[config.mk]
export PLATFORM = sky130hd
export DESIGN_NAME = pnf_ram
export DESIGN_NICKNAME = d
export VERILOG_FILES = /design/src/rtl/pnf_pkg.sv /design/src/rtl/pnf_ram.sv
export SDC_FILE = /design/constraint.sdc
export NUM_CORES = 2
export LEC_CHECK = 0
export ABC_AREA = 1
export BUFFER_PORTS_ARGS = -buffer_cell sky130_fd_sc_hd__buf_2
export CORE_ASPECT_RATIO = 1.4
export CORE_MARGIN = 1
export CORE_UTILIZATION = 25
export CTS_CLUSTER_DIAMETER = 30
export DETAILED_ROUTE_END_ITERATION = 8
export GPL_TIMING_DRIVEN = 1
export HOLD_SLACK_MARGIN = 0.06
export PLACE_DENSITY = 0.37
export SETUP_SLACK_MARGIN = 0.02
export SLEW_MARGIN = 20
export SYNTH_ARGS = -nofsm -noshare
export SYNTH_HDL_FRONTEND = slang
export SYNTH_SLANG_ARGS = --single-unit
[constraint.sdc]
create_clock -name clk -period 3.2 [get_ports clk]
set_input_delay 0.16 -clock clk [delete_from_list [all_inputs] [get_ports clk]]
set_output_delay 0.16 -clock clk [all_outputs]
set_load 0.005 [all_outputs]
[src/rtl/pnf_pkg.sv]
package pnf_pkg;

  localparam int COORD_BITS_DEF = 16;
  localparam int FRAC_BITS_DEF  = 16;

  localparam int COORD_W    = 16;
  localparam int CHAN_W     = 8;
  localparam int PERM_W     = 8;
  localparam int PERM_DEPTH = 256;
  localparam int CFG_W      = 16;
  localparam int CFG_IDX_W  = 1;

  localparam logic CMD_LOAD  = 1'b0;
  localparam logic CMD_PIXEL = 1'b1;

  localparam logic [CFG_IDX_W-1:0] REG_FREQ = 1'b0;
  localparam logic [CFG_IDX_W-1:0] REG_AMP  = 1'b1;

  localparam logic [CFG_W-1:0] FREQ_RESET = 16'd1311;
  localparam logic [CFG_W-1:0] AMP_RESET  = 16'd0;

  typedef logic [CHAN_W-1:0]  chan_t;
  typedef logic [PERM_W-1:0]  perm_t;
  typedef logic [COORD_W-1:0] coord_t;
  typedef logic [CFG_W-1:0]   cfg_data_t;

  typedef struct packed {
    chan_t red;
    chan_t green;
    chan_t blue;
  } rgb_t;

endpackage

[src/rtl/pnf_ram.sv]
module pnf_ram #(
  parameter int DEPTH = pnf_pkg::PERM_DEPTH
) (
  input  logic                     clk,
  input  logic                     we,
  input  logic [$clog2(DEPTH)-1:0] waddr,
  input  pnf_pkg::perm_t           wdata,
  input  logic                     re,
  input  logic [$clog2(DEPTH)-1:0] raddr0,
  input  logic [$clog2(DEPTH)-1:0] raddr1,
  output pnf_pkg::perm_t           rdata0,
  output pnf_pkg::perm_t           rdata1
);

  pnf_pkg::perm_t mem [DEPTH];

  always_ff @(posedge clk) begin
    if (we) begin
      mem[waddr] <= wdata;
    end
  end

  // read-first: a write on the same edge is seen by the next read
  always_ff @(posedge clk) begin
    if (re) begin
      rdata0 <= mem[raddr0];
      rdata1 <= mem[raddr1];
    end
  end

endmodule

==> flow_metrics.py <==
metrics = {
    "sta": {
        "grt_setup_unrepaired": "false",
        "hold_slack_ns": 0.132,
        "hold_violations": 0,
        "slew_violations": 0,
        "fmax_mhz": 361,
        "relSlewSlack_pct": 25.4,
        "setup_slack_ns": 0.429,
        "setup_viol": 0,
        "fin_crit_sh_pct": 86.6,
        "fin_crit_ns": 2.77,
        "tightest_slew_ns": 1.12,
        "clock-skew-final_ns": 0.0551,
        "finalSetupTns_ns": 0,
    },
    "clock_tree": {
        "ctsHtreeMaxLevel": 5,
        "clk_pin_slew_ns": 0.05,
        "ctsResizeCount": 0,
        "cts_tree": "built",
        "clock_latency_ns": 0.98,
        "numCtsBuffers": 460,
        "clockBufferDepth": 4,
        "cts.sinks": 2064,
        "cts_setup_buffers": 0,
        "cts_root_buf": "clkbuf_16",
    },
    "synthesis": {
        "postSynthCellCount": 11572,
        "synth_top_area_share_pct": 59.6,
        "yosysUniqueCellTypes": 12,
        "synth_area_leaders": "edfxtp_1 60%, nand3_1 19%, nand2_1 15%",
        "ys_seq_area_share_pct": 59.6,
        "synth_most_common_cell": "nand2_1",
        "ys.flop_type": "edfxtp_1",
        "synthesis.nets": 11607,
        "avgSynthCellArea_um2": 8.99,
        "synth_edf_count": 2064,
        "netlist_top_cells_count": "4211 x nand2_1, 4035 x nand3_1, 2064 x edfxtp_1",
        "synth.largest_area_cell": "edfxtp_1",
        "syn_area_um2": 104000,
        "async_flop_share_pct": 0,
        "ys_warn_count": 0,
        "synth-seq-cells": 2064,
    },
    "flow_run": {
        "maxCapViolCount": 0,
    },
    "placed_design": {
        "gp_congestion": 0.887,
        "hpwl_um": 325000,
        "place_ws_ns": -0.263,
        "numPortBuffers": 50,
    },
    "power": {
        "ir_drop_mv": 0.485,
        "total_power_uw": 86400,
        "powerDensity_nw_per_um2": 657,
        "p_leak_uw": 0.0495,
    },
    "finish": {
        "drive_gt1_share_pct": 13.8,
        "nNetsFinal": 12064,
        "areaGrowthSynthToFinish_pct": 26.4,
        "fill_cells": 42284,
    },
    "setup_path": {
        "worstPathRequired_ns": 3.89,
        "crit_type": "flop to flop",
        "r2r_cells": 10,
        "start_kind": "flop",
        "critPathSlowestCell": "edfxtp_1",
        "r2r_start": "mem[166][6]",
        "critPathMaxFanout": 2,
        "critPathMaxStageDelay_ns": 0.41,
        "crit_chain": "nand2_1 -> nand3_1 -> nand3_1 -> nand3_1 -> nand3_1 -> nand3_1 -> nand3_1 -> nand2_1 -> nand2_1 -> nand2_1",
        "cp.arrival_ns": 3.46,
        "cpMostUsedCell": "nand3_1",
        "endpoint_kind": "flop",
        "reg2reg_to": "rdata1[6]",
        "regToRegSetupSlack_ns": 0.43,
    },
    "route": {
        "drc": 0,
        "vias_per_cell": 5.18,
        "first_iter_violations": 9859,
        "firstDrtPassIters": 8,
        "postRouteAntennaNets": 0,
        "drt_wl_total_um": 503000,
        "vias": 92720,
        "wl_per_cell_um": 28.1,
    },
    "floorplan": {
        "die_area_um2": 419000,
        "initial_core_util_pct": 25.2,
        "core_area_um2": 413000,
        "ios": 51,
        "die-height_um": 765,
        "num_rows": 279,
        "fp.dieW_um": 547,
    },
    "grt": {
        "gr-total-overflow": 0,
        "grt_antenna_before_repair": 22,
        "grt_first_pass_wirelength_um": 701000,
        "grt_pass1_vias": 90454,
        "grt_use_total_pct": 23.4,
        "grt_max_degree": 87,
    },
    "hold_path": {
        "hold_start": "raddr0[6]",
        "hold_path.class": "input pin to flop",
        "min_to": "rdata0[6]",
        "min_path_cells": 6,
    },
    "run_status": {
        "status": "complete, no violations",
    },
}
[where the power goes]
group | switching, uW | total, uW | internal [uW]
clock network | 16900 | 48700 | 31800
logic | 5640 | 7710 | 2070
registers | 89.0 | 30000 | 29900
[metal layers]
| metal | up-vias | global-route usage, % | wire length (um) |
|---|---|---|---|
| met5 | - | 0 | 43 |
| met2 | 4305 | 40.2 | 245000 |
| met1 | 45997 | 28.3 | 197000 |
| met3 | 1043 | 3.25 | 31700 |
| met4 | 6 | 12.7 | 29200 |
| li1 | 41369 | - | - |
[cells by family (layout without fill, tap and decap cells)]
| logic type | Yosys count | after routing | share of synthesized area (%) |
|---|---|---|---|
| buffers and inverters | 979 | 1831 | 4.78 |
| DFF | 2064 | 2064 | 59.6 |
| other | 0 | 12 | 0 |
| and+or+nand+nor | 8529 | 8529 | 35.6 |
[placed cells by master, fill, tap and decap left out, types with 7 or more instances in the layout]
cell	n
buf_12	188
buf_2	31
buf_4	670
buf_8	14
bufinv_16	66
clkbuf_1	29
clkbuf_16	460
clkinv_1	45
clkinv_2	65
clkinv_4	47
clkinv_8	7
clkinvlp_4	63
diode_2	12
dlygate4sd3_1	22
edfxtp_1	2064
inv_1	36
inv_6	61
inv_8	16
nand2_1	4195
nand2_2	16
nand3_1	4035
nor2_1	282
[worst max-delay path, delay by kind of cell (launching register included)]
family / cells / cell delay, ns
flip-flops: 1 / 0.41
AND/OR/NAND/NOR: 10 / 2.08
[state kept, by name (all words and copies together) (netlist names)]
register / flops
rdata0: 8
rdata1: 8
mem: 2048
[timing repair]
action / CTS / global route
hold endpoints to repair: 1489 / 0
hold buffers: 22 / 0
endpoints found under the setup margin: 0 / 0
[through the flow]
step,area (um^2),utilization [%],cells
detailed placement,115000,27.9,17024
finish,132000,31.8,17915
CTS,131000,31.8,17903
floorplan,104000,-,11572
global placement,115000,27.9,17024
global route,131000,31.8,17906
[worst max path at each step]
| stage | depth (start not counted) | slack [ns] | start | end |
|---|---|---|---|---|
| 2_1_floorplan | 4 | 1.55 | we | mem[162][0] |
| 4_1_cts | 9 | 0.53 | waddr[3] | mem[125][4] |
| 3_3_place_gp | 15 | -0.32 | raddr0[0] | rdata0[0] |
| 3_5_place_dp | 15 | -0.26 | raddr0[0] | rdata0[7] |
| 5_1_grt | 9 | 0.50 | waddr[3] | mem[125][4] |
| 6_report | 10 | 0.43 | mem[166][6] | rdata1[6] |
[layout make-up]
cell class,instances,area [um^2],share of cell area (%)
timing repair buffer,927,9400,7.15
multi-input combinational,8529,37100,28.2
clock inverter,368,4270,3.24
sequential,2064,62000,47.1
inverter,47,251,0.191
antenna,12,30.0,0.0228
clock buffer,489,11600,8.84
tap,5479,6860,5.21
No activity file was read; power rests on OpenSTA's default activity.
