<file path="config.mk">
export PLATFORM = sky130hd
export DESIGN_NAME = pnf_fade
export DESIGN_NICKNAME = d
export VERILOG_FILES = /design/src/rtl/pnf_pkg.sv /design/src/rtl/pnf_fade.sv
export SDC_FILE = /design/constraint.sdc
export NUM_CORES = 2
export LEC_CHECK = 0
export ABC_AREA = 1
export ABC_CLOCK_PERIOD_IN_PS = 5790
export BUFFER_PORTS_ARGS = -buffer_cell sky130_fd_sc_hd__buf_2
export CAP_MARGIN = 10
export CORE_ASPECT_RATIO = 1.1
export CORE_MARGIN = 1
export CORE_UTILIZATION = 60
export DETAILED_ROUTE_END_ITERATION = 10
export GPL_TIMING_DRIVEN = 0
export PLACE_DENSITY = 0.79
export SLEW_MARGIN = 25
export SYNTH_ARGS = -nofsm -noshare
export SYNTH_HDL_FRONTEND = slang
export SYNTH_SLANG_ARGS = --single-unit
</file>
<file path="constraint.sdc">
create_clock -name clk -period 5.79 [get_ports clk]
set_input_delay 0 -clock clk [delete_from_list [all_inputs] [get_ports clk]]
set_output_delay 0 -clock clk [all_outputs]
set_load 0.05 [all_outputs]
</file>
<file path="src/rtl/pnf_pkg.sv">
package pnf_pkg;

  localparam int COORD_BITS_DEF = 16;
  localparam int FRAC_BITS_DEF  = 16;

  localparam int COORD_W    = 16;
  localparam int CHAN_W     = 8;
  localparam int PERM_W     = 8;
  localparam int PERM_DEPTH = 256;
  localparam int CFG_W      = 16;
  localparam int CFG_IDX_W  = 1;

  localparam logic CMD_LOAD  = 1'b0;
  localparam logic CMD_PIXEL = 1'b1;

  localparam logic [CFG_IDX_W-1:0] REG_FREQ = 1'b0;
  localparam logic [CFG_IDX_W-1:0] REG_AMP  = 1'b1;

  localparam logic [CFG_W-1:0] FREQ_RESET = 16'd1311;
  localparam logic [CFG_W-1:0] AMP_RESET  = 16'd0;

  typedef logic [CHAN_W-1:0]  chan_t;
  typedef logic [PERM_W-1:0]  perm_t;
  typedef logic [COORD_W-1:0] coord_t;
  typedef logic [CFG_W-1:0]   cfg_data_t;

  typedef struct packed {
    chan_t red;
    chan_t green;
    chan_t blue;
  } rgb_t;

endpackage

</file>
<file path="src/rtl/pnf_fade.sv">
module pnf_fade #(
  parameter int FRAC_BITS = pnf_pkg::FRAC_BITS_DEF
) (
  input  logic                 clk,
  input  logic                 en,
  input  logic [FRAC_BITS-1:0] t,
  output logic [FRAC_BITS:0]   fade
);

  localparam int F  = FRAC_BITS;
  localparam int QW = F + 6;

  logic [F-1:0]       t_d;
  logic [F-1:0]       t2;
  logic [F-1:0]       t3;
  logic [F+3:0]       q;
  logic [2*F-1:0]     sq;
  logic [2*F-1:0]     cube;
  logic [2*F+3:0]     prod;
  logic signed [QW-1:0] q_raw;

  assign sq    = t * t;
  assign cube  = t2 * t_d;
  assign q_raw = QW'(6) * $signed({{(QW-F){1'b0}}, t2})
               - QW'(15) * $signed({{(QW-F){1'b0}}, t_d})
               + $signed(QW'(10) <<< F);
  assign prod  = t3 * q;

  always_ff @(posedge clk) begin
    if (en) begin
      t_d  <= t;
      t2   <= sq[2*F-1:F];
      t3   <= cube[2*F-1:F];
      q    <= q_raw[QW-1] ? '0 : q_raw[F+3:0];
      fade <= prod[2*F:F];
    end
  end

endmodule

</file>
==> results_dict.tcl <==
set metrics [dict create \
    critical_path_arrival_ns 5.90 \
    finalClockSkew_ns 0.0248 \
    ant_nets 0 \
    critPathSlowestCell "fa_2" \
    finalMaxSlewViolations 0 \
    insertion_delay_ns 0.39 \
    areaGrowthSynthToFinish_pct 8.49 \
    regToRegSetupSlack_ns 0.1 \
    fillCellCount 4573 \
    clock_path_buffers 2 \
    vias 27427 \
    cts_buffers 9 \
    hpwl_um 71500 \
    min_period_over_period_pct 98.3 \
    critical_path_class "register to register" \
    via_per_inst 5.30 \
    synth_edf_count 85 \
    hold_start "t[9]" \
    synthFlopType "edfxtp_1" \
    grtUsageTotal_pct 32.7 \
    drcViolationCount 0 \
    detail_route.iter0.violations 1942 \
    synth_area_mm2 0.0332 \
    grt_max_degree 75 \
    yosys-top-cells-count "1,294 x inv_1, 1,132 x nand2_1, 649 x fa_1" \
    grt_pass1_vias 28550 \
    hold_viol 0 \
    post-route-min-period_ns 5.69 \
    yosysMostFrequentCell "inv_1" \
    coreArea_mm2 0.0547 \
    whs_path_depth 1 \
    rsz0062_at_grt "true" \
    nets 5435 \
    whs_endpoint "t_d[9]$_DFFE_PP_" \
    crit_path_end_kind "register" \
    required_ns 6.00 \
    critPathLaunchType "register" \
    antenna_found_initial 0 \
    max_cap_violations 0 \
    rows 90 \
    wl_um 88000 \
    layout.area.seq_mm2 0.00255 \
    syn-num-nets 5333 \
    h-tree-depth 3 \
    gp_congestion 1.01 \
    regToRegEndpoint "t3[8]$_DFFE_PP_" \
    multi_input_area_mm2 0.0255 \
    fmax_mhz 176 \
    routedWlPerCell_um 17.0 \
    reg2regPathDepth 21 \
    path_clk_slew_ns 0.07 \
    cts_tree "yes" \
    outcome "complete, no violations" \
    cts_root_buffer "clkbuf_16" \
    portBuffers 34 \
    clock-sinks 85 \
    setup_viol 0 \
    cp_common_cell "fa_1" \
    yosysUniqueCellTypes 40 \
    syn_area_per_cell_um2 7.67 \
    worstPathCellList "buf_4 > clkbuf_8 > nand2_1 > fa_1 > fa_1 > inv_1 > fa_1 > fa_1 > fa_1 > inv_1 > fa_2 > inv_1 > ha_4 > nand2_2 > nor2_2 > inv_1 > nor2_1 > nand3_1 > o21bai_1 > nand3_1 > xor2_1" \
    utilization_pct 65.8 \
    die_area_mm2 0.0563 \
    synth_top_area_share_pct 39.1 \
    critical-path-max-stage-delay_ns 0.57 \
    first_pass_iters 9 \
    drive_above_1_share_pct 7.80 \
    seq_area_frac_synth_pct 7.69 \
    async_flop_share_pct 0 \
    yosys_register_bits 85 \
    min_path_type "primary input to register" \
    grt_overflow 0 \
    start_util_pct 60.7 \
    relSlewSlack_pct 56.2 \
    synth.area.top_cells "fa_1 39%, inv_1 15%, nand2_1 13%" \
    die_x_um 226 \
    ios 35 \
    r2r-start "t_d[1]$_DFFE_PP_" \
    die_h_um 249 \
    synth_top_area_cell "fa_1" \
    grt_pass1_wl_um 143000 \
    cp_max_fo 10 \
    synth_cells 4330 \
    worstMarginPinSlew_ns 0.657 \
    yosysWarnings 0 \
    n_antenna_cell 0 \
]
[critical path: cells and delay by family (launching register included)]
family                   cells  cell delay (ns)
AO/OA/AOI/OAI                1             0.16
XOR/XNOR                     1             0.19
adder cells (fa/ha/maj)      7             3.42
buffers and inverters        6             0.65
AND/OR/NAND/NOR              6             0.63
flip-flops                   1             0.46
[metal layers]
layer	track usage [%]	vias up	wire [um]
met5	0	-	0
met4	20.2	0	6350
met3	5.44	331	7460
met2	54.5	1239	42200
met1	39.4	13167	32000
li1	-	12690	-
[logic make-up (layout without fill, tap and decap cells)]
group                      after synthesis  count (layout)  share of synthesized area [%]
AOI/OAI and AO/OA                      241             241                           4.16
adders and majority gates              985             985                           51.8
buffers and inverters                 1460            1567                           16.6
DFF                                     85              85                           7.69
and+or+nand+nor                       1501            1501                           18.3
xor gates and xnor gates                58              58                           1.53
[worst max-delay path by stage]
stage | slack, ns | end | from
2_1_floorplan | 0.18 | t3[15]$_DFFE_PP_ | t_d[7]$_DFFE_PP_
3_3_place_gp | -0.94 | t3[15]$_DFFE_PP_ | t_d[2]$_DFFE_PP_
3_5_place_dp | -1.0 | t3[15]$_DFFE_PP_ | t_d[7]$_DFFE_PP_
4_1_cts | -0.05 | t3[15]$_DFFE_PP_ | t2[7]$_DFFE_PP_
5_1_grt | -0.04 | fade[13]$_DFFE_PP_ | q[8]$_SDFFCE_PP0P_
6_report | 0.1 | t3[8]$_DFFE_PP_ | t_d[1]$_DFFE_PP_
[area by class of cell]
class | instances | share of cell area (%)
Clock buffer | 9 | 0.625
Tap cell | 736 | 2.56
Inverter | 1301 | 13.6
Clock inverter | 7 | 0.288
Timing Repair Buffer | 138 | 2.82
Buffer | 112 | 2.27
Sequential cell | 85 | 7.08
Multi-Input combinational cell | 2785 | 70.8
[sequential cells by signal (all words and copies together) (netlist names)]
signal  count
q          20
fade       17
t2         16
t3         16
t_d        16
[layout by cell type, fill, tap and decap left out, drive strengths merged, types with 8 or more instances in the layout]
master and n:
a21boi 11, nor3 27, xnor2 24, a31oi 8, edfxtp 85, ha 336
xor2 34, nand4 19, o21ai 59, buf 151, o21bai 27, inv 1305
nor2 188, a21o 20, nand2 1140, nand3 101, a21oi 110, dlygate4sd3 15
clkbuf 93, fa 649
[stage by stage]
stage	instances	cell area, um2	setup slack [ns]	hold WS (ns)	TNS (ns)
after floorplan	4330	33200	0.182	0.0989	0
after global placement	5100	34300	-0.943	0.198	-25.09
after detailed placement	5101	34300	-0.999	0.195	-27.17
after CTS	5141	35300	-0.0459	0.0166	-0.0459
after global routing	5173	36000	-0.0356	0.0305	-0.187
final	5173	36000	0.0975	0.0435	0
[what timing repair did]
| action | 4_1_cts | 5_1_grt |
|---|---|---|
| hold buffers | 15 | 0 |
| endpoints found under the hold margin | 25 | 0 |
| cloned | 0 | 1 |
| gates resized for setup | 144 | 189 |
| buffers inserted | 49 | 38 |
| pin swaps | 0 | 20 |
| endpoints found under the setup margin | 37 | 47 |
Power is left out: the tool's default activity adds up to more than one toggle a clock period on the data nets, which glitch-free logic cannot reach.
